## src/rtl/qrf_pkg.sv

```systemverilog
`default_nettype none
package qrf_pkg;

   localparam int FRAC = 40;
   localparam int MAX_STEPS = 62;
   localparam int STEP_W = $clog2(MAX_STEPS + 1);
   localparam int PT_W = 48;
   localparam int VAL_W = 64;
   localparam int CSR_IDX_W = 3;
   localparam int CSR_DATA_W = 16;

   typedef logic signed [PT_W-1:0] point_type;
   typedef logic signed [VAL_W-1:0] value_type;

   localparam logic [1:0] M_BISECT = 2'd0;
   localparam logic [1:0] M_NEWTON = 2'd1;
   localparam logic [1:0] M_SECANT = 2'd2;
   localparam logic [1:0] M_NONE = 2'd3;

   localparam logic [1:0] R_CONVERGED = 2'd0;
   localparam logic [1:0] R_ZERO_DIV = 2'd1;
   localparam logic [1:0] R_STEP_CAP = 2'd2;
   localparam logic [1:0] R_OVERFLOW = 2'd3;

   localparam logic [CSR_IDX_W-1:0] CSR_COEF_CONST = 3'd0;
   localparam logic [CSR_IDX_W-1:0] CSR_COEF_LINEAR = 3'd1;
   localparam logic [CSR_IDX_W-1:0] CSR_COEF_SQUARE = 3'd2;
   localparam logic [CSR_IDX_W-1:0] CSR_COEF_CUBE = 3'd3;
   localparam logic [CSR_IDX_W-1:0] CSR_COEF_FOURTH = 3'd4;
   localparam logic [CSR_IDX_W-1:0] CSR_PRECISION = 3'd5;

   localparam value_type P48_MAX = value_type'({1'b0, {(PT_W-1){1'b1}}});
   localparam value_type P48_MIN = -P48_MAX - 64'sd1;
   localparam logic signed [64:0] VMAX65 = {2'b00, {63{1'b1}}};
   localparam logic signed [71:0] VMAX72 = {9'b0, {63{1'b1}}};

   function automatic point_type sat48(value_type v);
      if (v > P48_MAX) return point_type'(P48_MAX);
      else if (v < P48_MIN) return point_type'(P48_MIN);
      else return point_type'(v);
   endfunction

   localparam value_type ONE_V = 64'sd1 <<< FRAC;
   localparam point_type P_ONE = sat48(ONE_V);
   localparam point_type P_HALF = sat48(ONE_V >>> 1);
   localparam point_type P_04 = sat48((64'sd4 * ONE_V + 64'sd5) / 64'sd10);
   localparam point_type P_08 = sat48((64'sd8 * ONE_V + 64'sd5) / 64'sd10);

   typedef struct packed {
      logic signed [15:0] c_const;
      logic signed [15:0] c_linear;
      logic signed [15:0] c_square;
      logic signed [15:0] c_cube;
      logic signed [15:0] c_fourth;
      logic [3:0] prec;
   } csr_type;

   typedef struct packed {
      point_type estimate;
      logic is_value;
      logic [1:0] stop_reason;
      logic last;
   } item_type;

   typedef struct packed {
      logic start;
      logic mul_only;
      value_type a;
      value_type b;
      value_type c;
   } md_req_type;

   typedef struct packed {
      logic done;
      logic ovf;
      value_type res;
      logic [127:0] prod;
   } md_rsp_type;

   function automatic item_type value_item(point_type p);
      item_type it;
      it.estimate = p;
      it.is_value = 1'b1;
      it.stop_reason = R_CONVERGED;
      it.last = 1'b0;
      return it;
   endfunction

   function automatic item_type status_item(logic [1:0] r);
      item_type it;
      it.estimate = '0;
      it.is_value = 1'b0;
      it.stop_reason = r;
      it.last = 1'b1;
      return it;
   endfunction

   function automatic value_type pow10(logic [3:0] d);
      case (d)
         4'd0: return 64'sd1;
         4'd1: return 64'sd10;
         4'd2: return 64'sd100;
         4'd3: return 64'sd1000;
         4'd4: return 64'sd10000;
         4'd5: return 64'sd100000;
         4'd6: return 64'sd1000000;
         4'd7: return 64'sd10000000;
         4'd8: return 64'sd100000000;
         4'd9: return 64'sd1000000000;
         default: return 64'sd10000000000;
      endcase
   endfunction

endpackage
`default_nettype wire

```

## src/rtl/qrf_muldiv.sv

```systemverilog
`default_nettype none
module qrf_muldiv
   import qrf_pkg::*;
(
   input  wire        clock,
   input  wire        reset,
   input  md_req_type md_req,
   output md_rsp_type md_rsp
);

   typedef enum logic [3:0] {
      U_IDLE = 4'b0001,
      U_MUL  = 4'b0010,
      U_DIV  = 4'b0100,
      U_DONE = 4'b1000
   } ustate_type;

   ustate_type st_ff, st_in;
   logic [63:0] am_ff, am_in, bm_ff, bm_in, cm_ff, cm_in;
   logic neg_ff, neg_in, mo_ff, mo_in;
   logic [5:0] cnt_ff, cnt_in;
   logic [63:0] pp_ff, pp_in;
   logic [127:0] prod_ff, prod_in;
   logic [63:0] rem_ff, rem_in, dlo_ff, dlo_in, q_ff, q_in;
   value_type res_ff, res_in;
   logic ovf_ff, ovf_in;

   logic [31:0] opa, opb;
   logic [127:0] pp_sh;
   logic [64:0] sh;
   logic [64:0] sh_sub;
   logic qb;
   logic [63:0] q_next;

   always_comb begin
      unique case (cnt_ff[1:0])
         2'd0: begin opa = am_ff[31:0]; opb = bm_ff[31:0]; end
         2'd1: begin opa = am_ff[31:0]; opb = bm_ff[63:32]; end
         2'd2: begin opa = am_ff[63:32]; opb = bm_ff[31:0]; end
         default: begin opa = am_ff[63:32]; opb = bm_ff[63:32]; end
      endcase
      unique case (cnt_ff[2:0])
         3'd1: pp_sh = {64'b0, pp_ff};
         3'd2, 3'd3: pp_sh = {32'b0, pp_ff, 32'b0};
         default: pp_sh = {pp_ff, 64'b0};
      endcase
      sh = {rem_ff, dlo_ff[63]};
      sh_sub = sh - {1'b0, cm_ff};
      qb = (sh >= {1'b0, cm_ff});
      q_next = {q_ff[62:0], qb};
   end

   always_comb begin
      st_in = st_ff;
      am_in = am_ff;
      bm_in = bm_ff;
      cm_in = cm_ff;
      neg_in = neg_ff;
      mo_in = mo_ff;
      cnt_in = cnt_ff;
      pp_in = pp_ff;
      prod_in = prod_ff;
      rem_in = rem_ff;
      dlo_in = dlo_ff;
      q_in = q_ff;
      res_in = res_ff;
      ovf_in = ovf_ff;
      unique case (st_ff)
         U_IDLE: begin
            if (md_req.start) begin
               am_in = md_req.a[63] ? 64'(-md_req.a) : 64'(md_req.a);
               bm_in = md_req.b[63] ? 64'(-md_req.b) : 64'(md_req.b);
               cm_in = md_req.c[63] ? 64'(-md_req.c) : 64'(md_req.c);
               neg_in = md_req.a[63] ^ md_req.b[63] ^ md_req.c[63];
               mo_in = md_req.mul_only;
               cnt_in = '0;
               prod_in = '0;
               st_in = U_MUL;
            end
         end
         U_MUL: begin
            if (cnt_ff < 6'd4) pp_in = opa * opb;
            if (cnt_ff != 6'd0) prod_in = prod_ff + pp_sh;
            cnt_in = cnt_ff + 6'd1;
            if (cnt_ff == 6'd4) begin
               res_in = '0;
               ovf_in = 1'b0;
               cnt_in = '0;
               if (mo_ff) begin
                  st_in = U_DONE;
               end else if (cm_ff == 64'd0 || prod_in[127:64] >= cm_ff) begin
                  ovf_in = 1'b1;
                  st_in = U_DONE;
               end else begin
                  rem_in = prod_in[127:64];
                  dlo_in = prod_in[63:0];
                  q_in = '0;
                  st_in = U_DIV;
               end
            end
         end
         U_DIV: begin
            rem_in = qb ? sh_sub[63:0] : sh[63:0];
            dlo_in = {dlo_ff[62:0], 1'b0};
            q_in = q_next;
            cnt_in = cnt_ff + 6'd1;
            if (cnt_ff == 6'd63) begin
               if (q_next[63]) begin
                  ovf_in = 1'b1;
                  res_in = '0;
               end else begin
                  res_in = neg_ff ? -value_type'(q_next) : value_type'(q_next);
               end
               st_in = U_DONE;
            end
         end
         U_DONE: st_in = U_IDLE;
         default: st_in = U_IDLE;
      endcase
   end

   always_ff @(posedge clock) begin
      if (reset) begin
         st_ff <= U_IDLE;
      end else begin
         st_ff <= st_in;
      end
      am_ff <= am_in;
      bm_ff <= bm_in;
      cm_ff <= cm_in;
      neg_ff <= neg_in;
      mo_ff <= mo_in;
      cnt_ff <= cnt_in;
      pp_ff <= pp_in;
      prod_ff <= prod_in;
      rem_ff <= rem_in;
      dlo_ff <= dlo_in;
      q_ff <= q_in;
      res_ff <= res_in;
      ovf_ff <= ovf_in;
   end

   assign md_rsp.done = (st_ff == U_DONE);
   assign md_rsp.ovf = ovf_ff;
   assign md_rsp.res = res_ff;
   assign md_rsp.prod = prod_ff;

endmodule
`default_nettype wire

```

## config.mk

```make
export PLATFORM = sky130hd
export DESIGN_NAME = qrf_muldiv
export DESIGN_NICKNAME = d
export VERILOG_FILES = /design/src/rtl/qrf_pkg.sv /design/src/rtl/qrf_muldiv.sv
export SDC_FILE = /design/constraint.sdc
export NUM_CORES = 2
export LEC_CHECK = 0
export BUFFER_PORTS_ARGS = -buffer_cell sky130_fd_sc_hd__clkbuf_2
export CAP_MARGIN = 0
export CORE_MARGIN = 5
export CORE_UTILIZATION = 59
export CTS_BUF_LIST = sky130_fd_sc_hd__clkbuf_4
export DETAILED_ROUTE_END_ITERATION = 7
export HOLD_SLACK_MARGIN = 0.05
export PLACE_DENSITY = 0.8
export SYNTH_ARGS = -nofsm -noshare
export SYNTH_HDL_FRONTEND = slang
export SYNTH_SLANG_ARGS = --single-unit
```

## constraint.sdc

```tcl
create_clock -name clock -period 11.7 [get_ports clock]
set_clock_uncertainty 0.2 [all_clocks]
set_input_delay 1.755 -clock clock [delete_from_list [all_inputs] [get_ports clock]]
set_output_delay 1.755 -clock clock [all_outputs]
set_load 0.01 [all_outputs]
```

==> results.txt <==
status - finished, final reports clean
Syn Nets - 10,100
FFs w/ async S/R, synth - 0%
clk sink count - 652
Relative slew margins - 14.15%
Crit. End Element - register
P&R area growth vs syn - 7.640%
Finished Core Util - 63.69%
MaxCap Viol Count - 0
vias per cell - 6.173
cell taking the most area after synthesis - edfxtp_1
hpwl dp - 203,300 um
post-synthesis sequential area ratio - 25.21%
DR WL/cell - 24.12 um
Core Area - 131,000 um2
Area contributors post-synth - edfxtp_1, fa_1, ha_1
Placed Area - 81,260 um2
Port Buffer Count - 389
Inst Count DP - 10,330
nets@finish - 10,370
Clock Latency Late Sink - 1220 ps
Hold EP - dlo_ff[38]
final hold vios - 0
worst-case clock buffer depth - 3
drt total wl - 256,400 um
Worst path most repeated cell - fa_1
FILL cells - 10,930
Post-Synthesis Cells - 8,480
Clock Pin Slew Worst Setup and Hold Paths - 70 ps
Synth warnings - 0
post-cts resize count - 0
# DRC - 0
Die Y - 372.4 um
Yosys top cell area share - 25.11%
Top FF cell, synth - edfxtp_1
hold crit path type - register to register
Post-synth EDFFs - 648
slowest CP cell - nor2_4
die width - 372.4 um
clock tree from TritonCTS - done
count of cell types in the netlist - 92
count of final setup violators - 0
crit-path max FO - 21
Max Transition Viols Final - 0
number of setup buffers added after CTS - 0
Pre-antenna DRT Iters - 7
routed via count - 65,630
synthesized area - 77,500 um2
end of the worst register-to-register path - pp_ff[61]
Req. time, crit path - 12,390 ps
Starting Density - 59.17%
final std cells w/o fill - 10,630
FF-to-FF Start - cnt_ff[0]
TritonCTS Buffers - 172
initial antenna violation count - 6
Placer Congestion - 1.035
Least-Margin Pin Slew - 1288 ps
vias in the first global route - 65,950
Setup Total Neg Slack - 0 ps
fin crit period - 10,450 ps
row count - 133
reg-to-reg slack, setup - 1250 ps
global-route wire length before repair - 385,900 um
Syn Area/Cell - 9.139 um2
clk root buf - clkbuf_4
ratio of cells with drive above 1 in the final layout - 10.59%
Finished Cell Area - 83,420 um2
worst-case reg-to-reg path depth - 33
Min-Delay Path Depth - 2
top achievable clock speed - 95.66 MHz
Setup crit start kind - register
Detail Route Antenna Nets - 0
largest net degree at the start of global routing - 154
CP peak stage delay - 720 ps
DR iter-0 viols - 6,782
Post-CTS Hold Buffers - 0
WS Path Type - register to register
crit share post-route - 89.35%
total grt overflow - 0
hold_sp - dlo_ff[37]
Yosys reg bits - 652
Total GRT Usage - 36.79%
H-tree Lvls - 4
unrepaired setup endpoints after global routing - false
CP Data Arrival Time - 11,150 ps
# IOs - 390
Die Footprint - 138,700 um2
[critical path: cells and delay by family, from the launching register on]
kind | cells | cell delay (ps)
adders and majority gates | 10 | 4530
AOI/OAI and AO/OA | 6 | 1800
and+or+nand+nor | 8 | 1750
buffers and inverters | 8 | 1170
DFF | 1 | 430
muxes | 1 | 210
[area by class of cell]
type                       count  area (um2)  share of cell area (%)
sequential                   652       19540                   23.42
multi-input combinational   6356       52630                   63.10
clock inverter                63       419.2                  0.5025
antenna                        8       20.02                 0.02400
clock buffer                 229        1719                   2.061
inverter                    1061        3983                   4.774
timing repair buffer         507        2908                   3.486
tap                         1755        2196                   2.632
[cell usage after synthesis, types with 150 or more instances]
| library cell | count |
|---|---|
| xnor2_1 | 326 |
| fa_1 | 898 |
| nor2_1 | 972 |
| o21ai_0 | 328 |
| ha_1 | 527 |
| nand2_1 | 1021 |
| a21oi_1 | 485 |
| a21o_1 | 150 |
| clkbuf_1 | 373 |
| inv_1 | 1060 |
| xor2_1 | 152 |
| edfxtp_1 | 648 |
[layout by cell type, fill, tap and decap left out, types with 57 or more instances in the layout]
cell type,instances
a211oi_1,70
a21o_1,149
a21oi_1,484
and2_1,62
and3_1,115
buf_4,112
clkbuf_2,389
clkbuf_4,229
edfxtp_1,648
fa_1,898
ha_1,527
inv_1,1060
mux2_2,68
mux2i_1,98
nand2_1,1018
nand3_1,95
nand4_1,115
nor2_1,967
nor3_1,87
o21ai_0,327
o31ai_1,96
or3_1,57
xnor2_1,326
xor2_1,152
[cells by family after synthesis]
group	count (synthesis)	share of synthesized area, %
multiplexers	179	2.422
adder cells (fa/ha/maj)	1425	31.71
AO/OA/AOI/OAI	1497	12.15
flip-flops	652	25.21
XOR/XNOR	478	5.402
AND/OR/NAND/NOR	2777	15.96
buffers and inverters	1472	7.146
[flip-flops by register name (all words and copies together), names as in the netlist]
| name | count |
|---|---|
| prod_ff | 128 |
| am_ff | 64 |
| bm_ff | 64 |
| cm_ff | 64 |
| dlo_ff | 64 |
| pp_ff | 64 |
| rem_ff | 64 |
| res_ff | 64 |
| q_ff | 63 |
| cnt_ff | 6 |
| st_ff | 4 |
| mo_ff | 1 |
| neg_ff | 1 |
| ovf_ff | 1 |
[per-layer routing]
metal / up-vias / wire length, um / global-route usage (%) / share of wire, %
met5: - / 30 / 0 / 0.012
met4: 4 / 19400 / 22.74 / 7.6
met3: 978 / 28240 / 9.725 / 11
met2: 3848 / 113400 / 57.30 / 44
met1: 31730 / 95310 / 45.96 / 37
li1: 29070 / - / - / -
[worst max path at each step]
stage	startpoint	to	cells after the start	slack, ps
final	cnt_ff[0]	pp_ff[61]	33	1250
after floorplan	md_req[193]	am_ff[0]	2	800
after CTS	cnt_ff[0]	pp_ff[61]	31	1370
after global routing	cnt_ff[0]	pp_ff[49]	33	870
after global placement	cnt_ff[0]	pp_ff[61]	32	1630
after detailed placement	cnt_ff[0]	pp_ff[61]	32	1400
[through the flow]
step	worst slack [ps]	hold slack, ps
2_1_floorplan	800.7	296.3
3_3_place_gp	1628	306.9
3_5_place_dp	1405	317.5
4_1_cts	1375	337.8
5_1_grt	865.6	359.7
6_report	1246	330.6
Power is left out: the tool's default activity adds up to more than one toggle a clock period on the data nets, which glitch-free logic cannot reach.
