### src/rtl/qrf_pkg.sv
`default_nettype none
package qrf_pkg;

   localparam int FRAC = 40;
   localparam int MAX_STEPS = 62;
   localparam int STEP_W = $clog2(MAX_STEPS + 1);
   localparam int PT_W = 48;
   localparam int VAL_W = 64;
   localparam int CSR_IDX_W = 3;
   localparam int CSR_DATA_W = 16;

   typedef logic signed [PT_W-1:0] point_type;
   typedef logic signed [VAL_W-1:0] value_type;

   localparam logic [1:0] M_BISECT = 2'd0;
   localparam logic [1:0] M_NEWTON = 2'd1;
   localparam logic [1:0] M_SECANT = 2'd2;
   localparam logic [1:0] M_NONE = 2'd3;

   localparam logic [1:0] R_CONVERGED = 2'd0;
   localparam logic [1:0] R_ZERO_DIV = 2'd1;
   localparam logic [1:0] R_STEP_CAP = 2'd2;
   localparam logic [1:0] R_OVERFLOW = 2'd3;

   localparam logic [CSR_IDX_W-1:0] CSR_COEF_CONST = 3'd0;
   localparam logic [CSR_IDX_W-1:0] CSR_COEF_LINEAR = 3'd1;
   localparam logic [CSR_IDX_W-1:0] CSR_COEF_SQUARE = 3'd2;
   localparam logic [CSR_IDX_W-1:0] CSR_COEF_CUBE = 3'd3;
   localparam logic [CSR_IDX_W-1:0] CSR_COEF_FOURTH = 3'd4;
   localparam logic [CSR_IDX_W-1:0] CSR_PRECISION = 3'd5;

   localparam value_type P48_MAX = value_type'({1'b0, {(PT_W-1){1'b1}}});
   localparam value_type P48_MIN = -P48_MAX - 64'sd1;
   localparam logic signed [64:0] VMAX65 = {2'b00, {63{1'b1}}};
   localparam logic signed [71:0] VMAX72 = {9'b0, {63{1'b1}}};

   function automatic point_type sat48(value_type v);
      if (v > P48_MAX) return point_type'(P48_MAX);
      else if (v < P48_MIN) return point_type'(P48_MIN);
      else return point_type'(v);
   endfunction

   localparam value_type ONE_V = 64'sd1 <<< FRAC;
   localparam point_type P_ONE = sat48(ONE_V);
   localparam point_type P_HALF = sat48(ONE_V >>> 1);
   localparam point_type P_04 = sat48((64'sd4 * ONE_V + 64'sd5) / 64'sd10);
   localparam point_type P_08 = sat48((64'sd8 * ONE_V + 64'sd5) / 64'sd10);

   typedef struct packed {
      logic signed [15:0] c_const;
      logic signed [15:0] c_linear;
      logic signed [15:0] c_square;
      logic signed [15:0] c_cube;
      logic signed [15:0] c_fourth;
      logic [3:0] prec;
   } csr_type;

   typedef struct packed {
      point_type estimate;
      logic is_value;
      logic [1:0] stop_reason;
      logic last;
   } item_type;

   typedef struct packed {
      logic start;
      logic mul_only;
      value_type a;
      value_type b;
      value_type c;
   } md_req_type;

   typedef struct packed {
      logic done;
      logic ovf;
      value_type res;
      logic [127:0] prod;
   } md_rsp_type;

   function automatic item_type value_item(point_type p);
      item_type it;
      it.estimate = p;
      it.is_value = 1'b1;
      it.stop_reason = R_CONVERGED;
      it.last = 1'b0;
      return it;
   endfunction

   function automatic item_type status_item(logic [1:0] r);
      item_type it;
      it.estimate = '0;
      it.is_value = 1'b0;
      it.stop_reason = r;
      it.last = 1'b1;
      return it;
   endfunction

   function automatic value_type pow10(logic [3:0] d);
      case (d)
         4'd0: return 64'sd1;
         4'd1: return 64'sd10;
         4'd2: return 64'sd100;
         4'd3: return 64'sd1000;
         4'd4: return 64'sd10000;
         4'd5: return 64'sd100000;
         4'd6: return 64'sd1000000;
         4'd7: return 64'sd10000000;
         4'd8: return 64'sd100000000;
         4'd9: return 64'sd1000000000;
         default: return 64'sd10000000000;
      endcase
   endfunction

endpackage
`default_nettype wire

### src/rtl/qrf_ctrl.sv
`default_nettype none
module qrf_ctrl
   import qrf_pkg::*;
(
   input  wire        clock,
   input  wire        reset,
   input  csr_type    csr,
   input  wire        start,
   input  wire [1:0]  method,
   output logic       idle,
   input  wire        out_free,
   output logic       push,
   output item_type   item,
   output md_req_type md_req,
   input  md_rsp_type md_rsp
);

   typedef enum logic [21:0] {
      ST_IDLE      = 22'h000001,
      ST_STEP      = 22'h000002,
      ST_RND_WAIT  = 22'h000004,
      ST_POLY_WAIT = 22'h000008,
      ST_DIV_WAIT  = 22'h000010,
      ST_EMIT      = 22'h000020,
      ST_FIN_OVF   = 22'h000040,
      ST_B_R2      = 22'h000080,
      ST_B_CMP     = 22'h000100,
      ST_B_P1      = 22'h000200,
      ST_B_P2      = 22'h000400,
      ST_B_UPD     = 22'h000800,
      ST_N_P2      = 22'h001000,
      ST_N_CHK     = 22'h002000,
      ST_N_SUB     = 22'h004000,
      ST_N_R2      = 22'h008000,
      ST_N_CMP     = 22'h010000,
      ST_S_R2      = 22'h020000,
      ST_S_CMP     = 22'h040000,
      ST_S_P2      = 22'h080000,
      ST_S_DIFF    = 22'h100000,
      ST_S_SUB     = 22'h200000
   } state_type;

   function automatic logic [64:0] addc(value_type a, value_type b);
      logic signed [64:0] s;
      logic o;
      s = {a[63], a} + {b[63], b};
      o = (s > VMAX65) || (s < -VMAX65);
      return {o, s[63:0]};
   endfunction

   function automatic logic [64:0] term(csr_type c, logic dsel, logic [2:0] idx);
      logic signed [18:0] k;
      logic signed [71:0] t;
      logic o;
      if (dsel) begin
         case (idx)
            3'd0: k = 19'(c.c_fourth) <<< 2;
            3'd1: k = 19'(c.c_cube) + (19'(c.c_cube) <<< 1);
            3'd2: k = 19'(c.c_square) <<< 1;
            default: k = 19'(c.c_linear);
         endcase
      end else begin
         case (idx)
            3'd0: k = 19'(c.c_fourth);
            3'd1: k = 19'(c.c_cube);
            3'd2: k = 19'(c.c_square);
            3'd3: k = 19'(c.c_linear);
            default: k = 19'(c.c_const);
         endcase
      end
      t = 72'(k) <<< FRAC;
      o = (t > VMAX72) || (t < -VMAX72);
      return {o, t[63:0]};
   endfunction

   state_type state_ff, state_in, ret_ff, ret_in;
   point_type lo_ff, lo_in, hi_ff, hi_in, cur_ff, cur_in, xn_ff, xn_in;
   point_type rx_ff, rx_in, px_ff, px_in;
   value_type acc_ff, acc_in, f1_ff, f1_in, ra_ff, ra_in, rnd_ff, rnd_in;
   value_type quot_ff, quot_in;
   logic [STEP_W-1:0] step_ff, step_in;
   logic [1:0] method_ff, method_in;
   logic ovf_ff, ovf_in, psel_ff, psel_in;
   logic [2:0] idx_ff, idx_in;
   item_type item_ff, item_in;
   md_req_type md_ff, md_in;

   logic do_rnd, do_poly, do_div, do_fin;
   point_type call_x;
   logic call_sel;
   value_type div_a, div_b, div_c;
   logic [1:0] fin_reason;
   state_type call_ret;

   logic tw_ovf, t0_ovf, pa_ovf, xs_ovf, sd_ovf;
   value_type tw_val, t0_val, pa_sum, xs_val, sd_val;
   logic [127:0] rsum;
   value_type rmag;
   logic signed [48:0] msum, msum_c;
   point_type mid;
   logic xs_fits;

   assign {tw_ovf, tw_val} = term(csr, psel_ff, idx_ff);
   assign {t0_ovf, t0_val} = term(csr, call_sel, 3'd0);
   assign {pa_ovf, pa_sum} = addc(md_rsp.res, tw_val);
   assign {xs_ovf, xs_val} = addc((state_ff == ST_N_SUB) ? value_type'(cur_ff)
      : value_type'(hi_ff), -quot_ff);
   assign {sd_ovf, sd_val} = addc(acc_ff, -f1_ff);
   assign rsum = md_rsp.prod + (128'd1 << (FRAC - 1));
   assign rmag = value_type'(rsum[FRAC +: 64]);
   assign msum = {lo_ff[PT_W-1], lo_ff} + {hi_ff[PT_W-1], hi_ff};
   assign msum_c = msum + {48'b0, msum[48]};
   assign mid = msum_c[48:1];
   assign xs_fits = (xs_val[63:PT_W-1] == '0) || (xs_val[63:PT_W-1] == '1);

   always_comb begin
      state_in = state_ff;
      ret_in = ret_ff;
      lo_in = lo_ff;
      hi_in = hi_ff;
      cur_in = cur_ff;
      xn_in = xn_ff;
      rx_in = rx_ff;
      px_in = px_ff;
      acc_in = acc_ff;
      f1_in = f1_ff;
      ra_in = ra_ff;
      rnd_in = rnd_ff;
      quot_in = quot_ff;
      step_in = step_ff;
      method_in = method_ff;
      ovf_in = ovf_ff;
      psel_in = psel_ff;
      idx_in = idx_ff;
      item_in = item_ff;
      md_in = md_ff;
      md_in.start = 1'b0;
      push = 1'b0;
      do_rnd = 1'b0;
      do_poly = 1'b0;
      do_div = 1'b0;
      do_fin = 1'b0;
      call_x = lo_ff;
      call_sel = 1'b0;
      div_a = acc_ff;
      div_b = ONE_V;
      div_c = acc_ff;
      fin_reason = R_CONVERGED;
      call_ret = ST_STEP;

      unique case (state_ff)
         ST_IDLE: begin
            if (start) begin
               ovf_in = 1'b0;
               step_in = '0;
               method_in = method;
               case (method)
                  M_BISECT: begin
                     lo_in = '0;
                     hi_in = P_ONE;
                     state_in = ST_STEP;
                  end
                  M_NEWTON: begin
                     cur_in = P_HALF;
                     item_in = value_item(P_HALF);
                     ret_in = ST_STEP;
                     state_in = ST_EMIT;
                  end
                  M_SECANT: begin
                     lo_in = P_04;
                     hi_in = P_08;
                     cur_in = P_HALF;
                     item_in = value_item(P_HALF);
                     ret_in = ST_STEP;
                     state_in = ST_EMIT;
                  end
                  default: state_in = ST_IDLE;
               endcase
            end
         end
         ST_STEP: begin
            if (step_ff == STEP_W'(MAX_STEPS)) begin
               do_fin = 1'b1;
               fin_reason = R_STEP_CAP;
            end else begin
               step_in = step_ff + STEP_W'(1);
               case (method_ff)
                  M_BISECT: begin
                     do_rnd = 1'b1; call_x = lo_ff; call_ret = ST_B_R2;
                  end
                  M_NEWTON: begin
                     do_poly = 1'b1; call_x = cur_ff; call_sel = 1'b0; call_ret = ST_N_P2;
                  end
                  default: begin
                     do_rnd = 1'b1; call_x = lo_ff; call_ret = ST_S_R2;
                  end
               endcase
            end
         end
         ST_RND_WAIT: begin
            if (md_rsp.done) begin
               rnd_in = rx_ff[PT_W-1] ? -rmag : rmag;
               state_in = ret_ff;
            end
         end
         ST_POLY_WAIT: begin
            if (md_rsp.done) begin
               acc_in = pa_sum;
               ovf_in = ovf_ff | md_rsp.ovf | pa_ovf | tw_ovf;
               if (idx_ff == (psel_ff ? 3'd3 : 3'd4)) begin
                  state_in = ret_ff;
               end else begin
                  idx_in = idx_ff + 3'd1;
                  md_in.start = 1'b1;
                  md_in.mul_only = 1'b0;
                  md_in.a = pa_sum;
                  md_in.b = value_type'(px_ff);
                  md_in.c = ONE_V;
               end
            end
         end
         ST_DIV_WAIT: begin
            if (md_rsp.done) begin
               quot_in = md_rsp.res;
               ovf_in = ovf_ff | md_rsp.ovf;
               state_in = ret_ff;
            end
         end
         ST_EMIT: begin
            if (out_free) begin
               push = 1'b1;
               state_in = ret_ff;
            end
         end
         ST_FIN_OVF: begin
            do_fin = 1'b1;
            fin_reason = R_OVERFLOW;
         end
         ST_B_R2: begin
            ra_in = rnd_ff;
            do_rnd = 1'b1; call_x = hi_ff; call_ret = ST_B_CMP;
         end
         ST_B_CMP: begin
            if (ra_ff + 64'sd1 >= rnd_ff) begin
               do_fin = 1'b1;
               fin_reason = R_CONVERGED;
            end else begin
               xn_in = mid;
               item_in = value_item(mid);
               ret_in = ST_B_P1;
               state_in = ST_EMIT;
            end
         end
         ST_B_P1: begin
            do_poly = 1'b1; call_x = xn_ff; call_sel = 1'b0; call_ret = ST_B_P2;
         end
         ST_B_P2: begin
            f1_in = acc_ff;
            do_poly = 1'b1; call_x = lo_ff; call_sel = 1'b0; call_ret = ST_B_UPD;
         end
         ST_B_UPD: begin
            if (ovf_ff) begin
               do_fin = 1'b1;
               fin_reason = R_OVERFLOW;
            end else begin
               if ((f1_ff < 0 && acc_ff > 0) || (f1_ff > 0 && acc_ff < 0)) hi_in = xn_ff;
               else lo_in = xn_ff;
               state_in = ST_STEP;
            end
         end
         ST_N_P2: begin
            f1_in = acc_ff;
            do_poly = 1'b1; call_x = cur_ff; call_sel = 1'b1; call_ret = ST_N_CHK;
         end
         ST_N_CHK: begin
            if (ovf_ff) begin
               do_fin = 1'b1;
               fin_reason = R_OVERFLOW;
            end else if (acc_ff == '0) begin
               do_fin = 1'b1;
               fin_reason = R_ZERO_DIV;
            end else begin
               do_div = 1'b1;
               div_a = f1_ff;
               div_b = ONE_V;
               div_c = acc_ff;
               call_ret = ST_N_SUB;
            end
         end
         ST_N_SUB, ST_S_SUB: begin
            if (ovf_ff || xs_ovf) begin
               do_fin = 1'b1;
               fin_reason = R_OVERFLOW;
            end else if (!xs_fits) begin
               item_in = value_item(sat48(xs_val));
               ret_in = ST_FIN_OVF;
               state_in = ST_EMIT;
            end else if (state_ff == ST_N_SUB) begin
               xn_in = point_type'(xs_val);
               do_rnd = 1'b1; call_x = cur_ff; call_ret = ST_N_R2;
            end else begin
               item_in = value_item(point_type'(xs_val));
               cur_in = point_type'(xs_val);
               lo_in = hi_ff;
               hi_in = point_type'(xs_val);
               ret_in = ST_STEP;
               state_in = ST_EMIT;
            end
         end
         ST_N_R2: begin
            ra_in = rnd_ff;
            do_rnd = 1'b1; call_x = xn_ff; call_ret = ST_N_CMP;
         end
         ST_N_CMP: begin
            if (ra_ff == rnd_ff) begin
               do_fin = 1'b1;
               fin_reason = R_CONVERGED;
            end else begin
               item_in = value_item(xn_ff);
               cur_in = xn_ff;
               ret_in = ST_STEP;
               state_in = ST_EMIT;
            end
         end
         ST_S_R2: begin
            ra_in = rnd_ff;
            do_rnd = 1'b1; call_x = hi_ff; call_ret = ST_S_CMP;
         end
         ST_S_CMP: begin
            if (ra_ff == rnd_ff) begin
               do_fin = 1'b1;
               fin_reason = R_CONVERGED;
            end else begin
               do_poly = 1'b1; call_x = lo_ff; call_sel = 1'b0; call_ret = ST_S_P2;
            end
         end
         ST_S_P2: begin
            f1_in = acc_ff;
            do_poly = 1'b1; call_x = hi_ff; call_sel = 1'b0; call_ret = ST_S_DIFF;
         end
         ST_S_DIFF: begin
            if (ovf_ff || sd_ovf) begin
               do_fin = 1'b1;
               fin_reason = R_OVERFLOW;
            end else if (sd_val == '0) begin
               do_fin = 1'b1;
               fin_reason = R_ZERO_DIV;
            end else begin
               do_div = 1'b1;
               div_a = acc_ff;
               div_b = value_type'(hi_ff) - value_type'(lo_ff);
               div_c = sd_val;
               call_ret = ST_S_SUB;
            end
         end
         default: state_in = ST_IDLE;
      endcase

      if (do_rnd) begin
         rx_in = call_x;
         md_in.start = 1'b1;
         md_in.mul_only = 1'b1;
         md_in.a = value_type'(call_x);
         md_in.b = pow10(csr.prec);
         md_in.c = ONE_V;
         ret_in = call_ret;
         state_in = ST_RND_WAIT;
      end
      if (do_poly) begin
         psel_in = call_sel;
         px_in = call_x;
         acc_in = t0_val;
         ovf_in = ovf_ff | t0_ovf;
         idx_in = 3'd1;
         md_in.start = 1'b1;
         md_in.mul_only = 1'b0;
         md_in.a = t0_val;
         md_in.b = value_type'(call_x);
         md_in.c = ONE_V;
         ret_in = call_ret;
         state_in = ST_POLY_WAIT;
      end
      if (do_div) begin
         md_in.start = 1'b1;
         md_in.mul_only = 1'b0;
         md_in.a = div_a;
         md_in.b = div_b;
         md_in.c = div_c;
         ret_in = call_ret;
         state_in = ST_DIV_WAIT;
      end
      if (do_fin) begin
         item_in = status_item(fin_reason);
         ret_in = ST_IDLE;
         state_in = ST_EMIT;
      end
   end

   always_ff @(posedge clock) begin
      if (reset) begin
         state_ff <= ST_IDLE;
         ret_ff <= ST_IDLE;
         md_ff <= '0;
         step_ff <= '0;
         ovf_ff <= 1'b0;
         lo_ff <= '0;
         hi_ff <= '0;
         cur_ff <= '0;
      end else begin
         state_ff <= state_in;
         ret_ff <= ret_in;
         md_ff <= md_in;
         step_ff <= step_in;
         ovf_ff <= ovf_in;
         lo_ff <= lo_in;
         hi_ff <= hi_in;
         cur_ff <= cur_in;
      end
      xn_ff <= xn_in;
      rx_ff <= rx_in;
      px_ff <= px_in;
      acc_ff <= acc_in;
      f1_ff <= f1_in;
      ra_ff <= ra_in;
      rnd_ff <= rnd_in;
      quot_ff <= quot_in;
      method_ff <= method_in;
      psel_ff <= psel_in;
      idx_ff <= idx_in;
      item_ff <= item_in;
   end

   assign idle = (state_ff == ST_IDLE);
   assign item = item_ff;
   assign md_req = md_ff;

`ifndef SYNTHESIS
   a_push_free: assert property (@(posedge clock) disable iff (reset) push |-> out_free)
      else $error("transaction pushed into a full output register");
   a_step_cap: assert property (@(posedge clock) disable iff (reset)
      step_ff <= STEP_W'(MAX_STEPS))
      else $error("step count past cap");
   a_run_starts: assert property (@(posedge clock) disable iff (reset)
      (start && idle && method != M_NONE) |=> !idle)
      else $error("run did not start");
   a_md_wait: assert property (@(posedge clock) disable iff (reset)
      md_ff.start |-> (state_ff == ST_RND_WAIT || state_ff == ST_POLY_WAIT
      || state_ff == ST_DIV_WAIT))
      else $error("unit started outside a wait state");
`endif

endmodule
`default_nettype wire

### config.mk
export PLATFORM = sky130hd
export DESIGN_NAME = qrf_ctrl
export DESIGN_NICKNAME = d
export VERILOG_FILES = /design/src/rtl/qrf_pkg.sv /design/src/rtl/qrf_ctrl.sv
export SDC_FILE = /design/constraint.sdc
export NUM_CORES = 2
export LEC_CHECK = 0
export BUFFER_PORTS_ARGS = -buffer_cell sky130_fd_sc_hd__buf_2
export CAP_MARGIN = 20
export CORE_UTILIZATION = 56
export DETAILED_ROUTE_END_ITERATION = 10
export PLACE_DENSITY = 0.81
export SLEW_MARGIN = 10
export SYNTH_ARGS = -nofsm -noshare
export SYNTH_HDL_FRONTEND = slang
export SYNTH_SLANG_ARGS = --single-unit
export TNS_END_PERCENT = 50
### constraint.sdc
create_clock -name clock -period 9.65 [get_ports clock]
set_input_delay 2.4125 -clock clock [delete_from_list [all_inputs] [get_ports clock]]
set_output_delay 2.4125 -clock clock [all_outputs]
set_load 0.02 [all_outputs]
==> impl_metrics.tcl <==
set metrics [dict create \
    outcome "finished clean" \
    synthMuxAreaShare_pct 0.590 \
    gpl.final_weighted_congestion 1.03 \
    floorplan.die_area_um2 115000 \
    antenna_violating_nets_post_route 0 \
    final_common_cell "sky130_fd_sc_hd__nand2_1" \
    grt_overflow_total 0 \
    timing_worst_setup_path_type "register to register" \
    worst-endpoint-arrival_ps 9970 \
    count_of_tritonroute_iterations_in_the_first_routing_pass 11 \
    design_power_total_mw 11.0 \
    final_nets 8743 \
    final_setup_violations 0 \
    cts_tree "done" \
    fin_skew_ps 39.1 \
    crit-reg2reg-capture "md_req[73]" \
    clockRootBuffer "sky130_fd_sc_hd__clkbuf_16" \
    count_of_flip_flops_with_a_built_in_enable_after_synthesis 382 \
    clkTransAtPathRegs_ps 70 \
    boundaryPins 532 \
    switchingPower_mw 3.84 \
    groute.layer.met1.usage_pct 55.8 \
    synth_area_um2 63400 \
    initial_utilization_pct 56.5 \
    area_growth_pct 12.1 \
    via_per_inst 6.84 \
    detailedPlacementHpwl_mm 205 \
    layout.core_utilization_pct 63.3 \
    tritoncts.num_buffers 94 \
    min-delay-path-class "register to register" \
    postSynthRegisterBits 845 \
    final_period_minus_worst_setup_slack_ps 9430 \
    sequential_element_share_of_the_synthesized_area_pct 32.7 \
    cts_num_sinks 845 \
    power_density_nw_per_um2 154 \
    pwr-share-comb_pct 27.6 \
    die_width_um 339 \
    holdPathStages 2 \
    maxcap_viol_count 0 \
    worst_skew_pair.late_latency_ps 720 \
    ff2ff_path_depth 28 \
    ys.warnings.count 0 \
    power.sequential.fraction_pct 37.0 \
    critical-path-max-stage-delay_ps 620 \
    final_design_area_no_fill_um2 71100 \
    total_nets_after_synthesis 8452 \
    total_leakage_power_nw 27.9 \
    gr-usage-met2_pct 67.4 \
    clock_share_of_power_pct 35.5 \
    synth-adder-area-share_pct 7.07 \
    post_synthesis_compound_gate_area_fraction_pct 25.1 \
    cp_slowest_cell "sky130_fd_sc_hd__a222oi_1" \
    floorplan.die.height_um 339 \
    clockBufferDepth 3 \
    drt-total-wl_mm 265 \
    worst_setup_path_end_kind "register" \
    via_count 66300 \
    area_used_by_multi_input_combinational_logic_um2 40000 \
    core_area_um2 112000 \
    asyncSetResetFlopFracSynth_pct 0 \
    xor_xnor_share_of_the_synthesized_area_pct 8.12 \
    sw_share_pct 35.0 \
    ctsHtreeMaxLevel 3 \
    synthFlopType "sky130_fd_sc_hd__dfxtp_1" \
    drc 0 \
    crit_path_max_fanout 28 \
    cp.required_ps 10190 \
    final_layout_size_suffix_gt1_share_pct 11.7 \
    detailed_place.area_um2 67600 \
    timing.slew.headroom_pct 17.5 \
    grt_start_max_net_pins 98 \
    layout_common_cells "sky130_fd_sc_hd__nand2_1, sky130_fd_sc_hd__nor2_1, sky130_fd_sc_hd__a21oi_1" \
    internal_power_mw 7.14 \
    grt_first_pass_wirelength_mm 388 \
    detailedPlace.worstSlack_ps 226 \
    worst-slew-pin-transition_ps 1230 \
    timing.final.ws_setup_ps 221 \
    syn-mean-instance-area_um2 8.12 \
    number_of_design_rule_violations_left_by_the_first_detailed_router_iteration 9883 \
    rrSetupSlack_ps 220 \
    portBuffers 468 \
    grt.met3_usage_pct 12.3 \
    synth_cell_types 105 \
    first_global_vias 61400 \
    synth_top_family_by_area "compound AO/OA/AOI/OAI gates" \
    worst_hold_slack_ps 446 \
    std_cell_rows 123 \
    wl_per_cell_um 27.3 \
    period_share_pct 97.7 \
    postSynthCellCount 7813 \
    worstSetupStartpointType "register" \
    vdd.ir_drop.worst_mv 0.144 \
    grt_antenna_before_repair 21 \
    seqCellArea_um2 20700 \
    finalHoldViolations 0 \
    grt_busiest_layer "met2" \
    global_route.usage.total_pct 44.2 \
    hold_end "item[11]" \
    timing.final.max_slew_violations 0 \
    yosys.area_share.simple_pct 21.8 \
    final.fill_count 9765 \
    fmax_mhz 106 \
    reg2reg_launch_point "quot_ff[7]" \
    hold_path.startpoint "item[11]" \
]
-- cell type report --
| class | instances | area share, % |
|---|---|---|
| repair buffers | 653 | 5.71 |
| diodes | 18 | 0.0633 |
| clock inverters | 51 | 0.857 |
| well taps | 1500 | 2.64 |
| multi-input cells | 6218 | 56.2 |
| clock buffers | 127 | 3.77 |
| inverters | 292 | 1.54 |
| flip-flops and latches | 845 | 29.2 |
-- power groups by stage --
| stage | logic [mW] | clock network [mW] | registers, mW |
|---|---|---|---|
| final | 3.03 | 3.89 | 4.06 |
| after global routing | 3.21 | 4.02 | 4.07 |
| after CTS | 2.90 | 3.88 | 4.04 |
| after detailed placement | 2.87 | 0 | 4.12 |
| after global placement | 2.84 | 0 | 4.11 |
| after floorplan | 1.99 | 0 | 4.04 |
-- metal layers --
metal	wire length (um)	share of wire (%)
met3	33500	13
met4	18800	7.1
met5	88	0.033
met1	99000	37
met2	114000	43
-- logic make-up after synthesis --
kind of cell / Yosys count
buffers and inverters: 750
adder cells (fa/ha/maj): 355
XOR/XNOR: 588
flip-flops: 845
AND/OR/NAND/NOR: 2895
AO/OA/AOI/OAI: 2343
multiplexers: 37
-- cells in the mapped netlist, drive strengths merged (54+ instances only) --
library cell	instances	area share (%)
a31oi	90	0.89
nor3	181	1.4
ha	349	6.9
a311oi	76	1.1
and3	77	0.76
a211oi	161	1.9
edfxtp	382	18
a222oi	87	1.4
buf	82	0.68
o21bai	69	0.82
nor4	125	1.3
clkbuf	376	2.2
nor2b	58	0.57
a21oi	592	4.7
nor2	654	3.9
nand2b	68	0.68
a21o	192	2.3
nand3	177	1.4
or3	71	0.70
xor2	199	2.7
nand4	165	1.6
nand2	1048	6.2
and2	54	0.54
o21ai	408	3.2
inv	289	1.7
a221oi	97	1.3
xnor2	389	5.4
dfxtp	463	15
a22oi	135	1.6
-- per-stage QoR --
step / instances / TNS, ps
finish: 9704 / 0
global route: 9698 / -54.8
CTS: 9682 / 0
detailed placement: 9504 / 0
global placement: 9503 / 0
floorplan: 7813 / 0
-- worst max path at each step --
stage                from          to  slack (ps)
3_5_place_dp   quot_ff[7]  md_req[80]         230
5_1_grt          f1_ff[2]   md_req[2]         -20
6_report       quot_ff[7]  md_req[73]         220
3_3_place_gp   quot_ff[7]  md_req[80]         460
2_1_floorplan  quot_ff[7]    xn_ff[0]         180
4_1_cts        quot_ff[7]  md_req[80]         140
-- worst max-delay path: cells and delay by family, from the launching register on --
| kind | cells | cell delay, ps |
|---|---|---|
| simple gates | 13 | 4410 |
| compound gates | 9 | 2610 |
| buf+inv | 3 | 650 |
| fa+ha+maj | 1 | 460 |
| flops | 1 | 420 |
| xor+xnor | 1 | 370 |
| mux | 1 | 250 |
-- registers in the layout, indices dropped and copies added (netlist names), 52 cells and up, named ones only --
signal,cells
item,52
f1_ff,64
ra_ff,64
rnd_ff,64
quot_ff,64
md_req,179
acc_ff,64
-- repair_timing --
| action | CTS | global route |
|---|---|---|
| hold buffers | 0 | 0 |
| setup buffers | 0 | 2 |
| resized for setup | 0 | 12 |
| hold endpoints to repair | 0 | 0 |
| endpoints found under the setup margin | 0 | 420 |
Note: power is estimated with default switching activity, not from simulation.
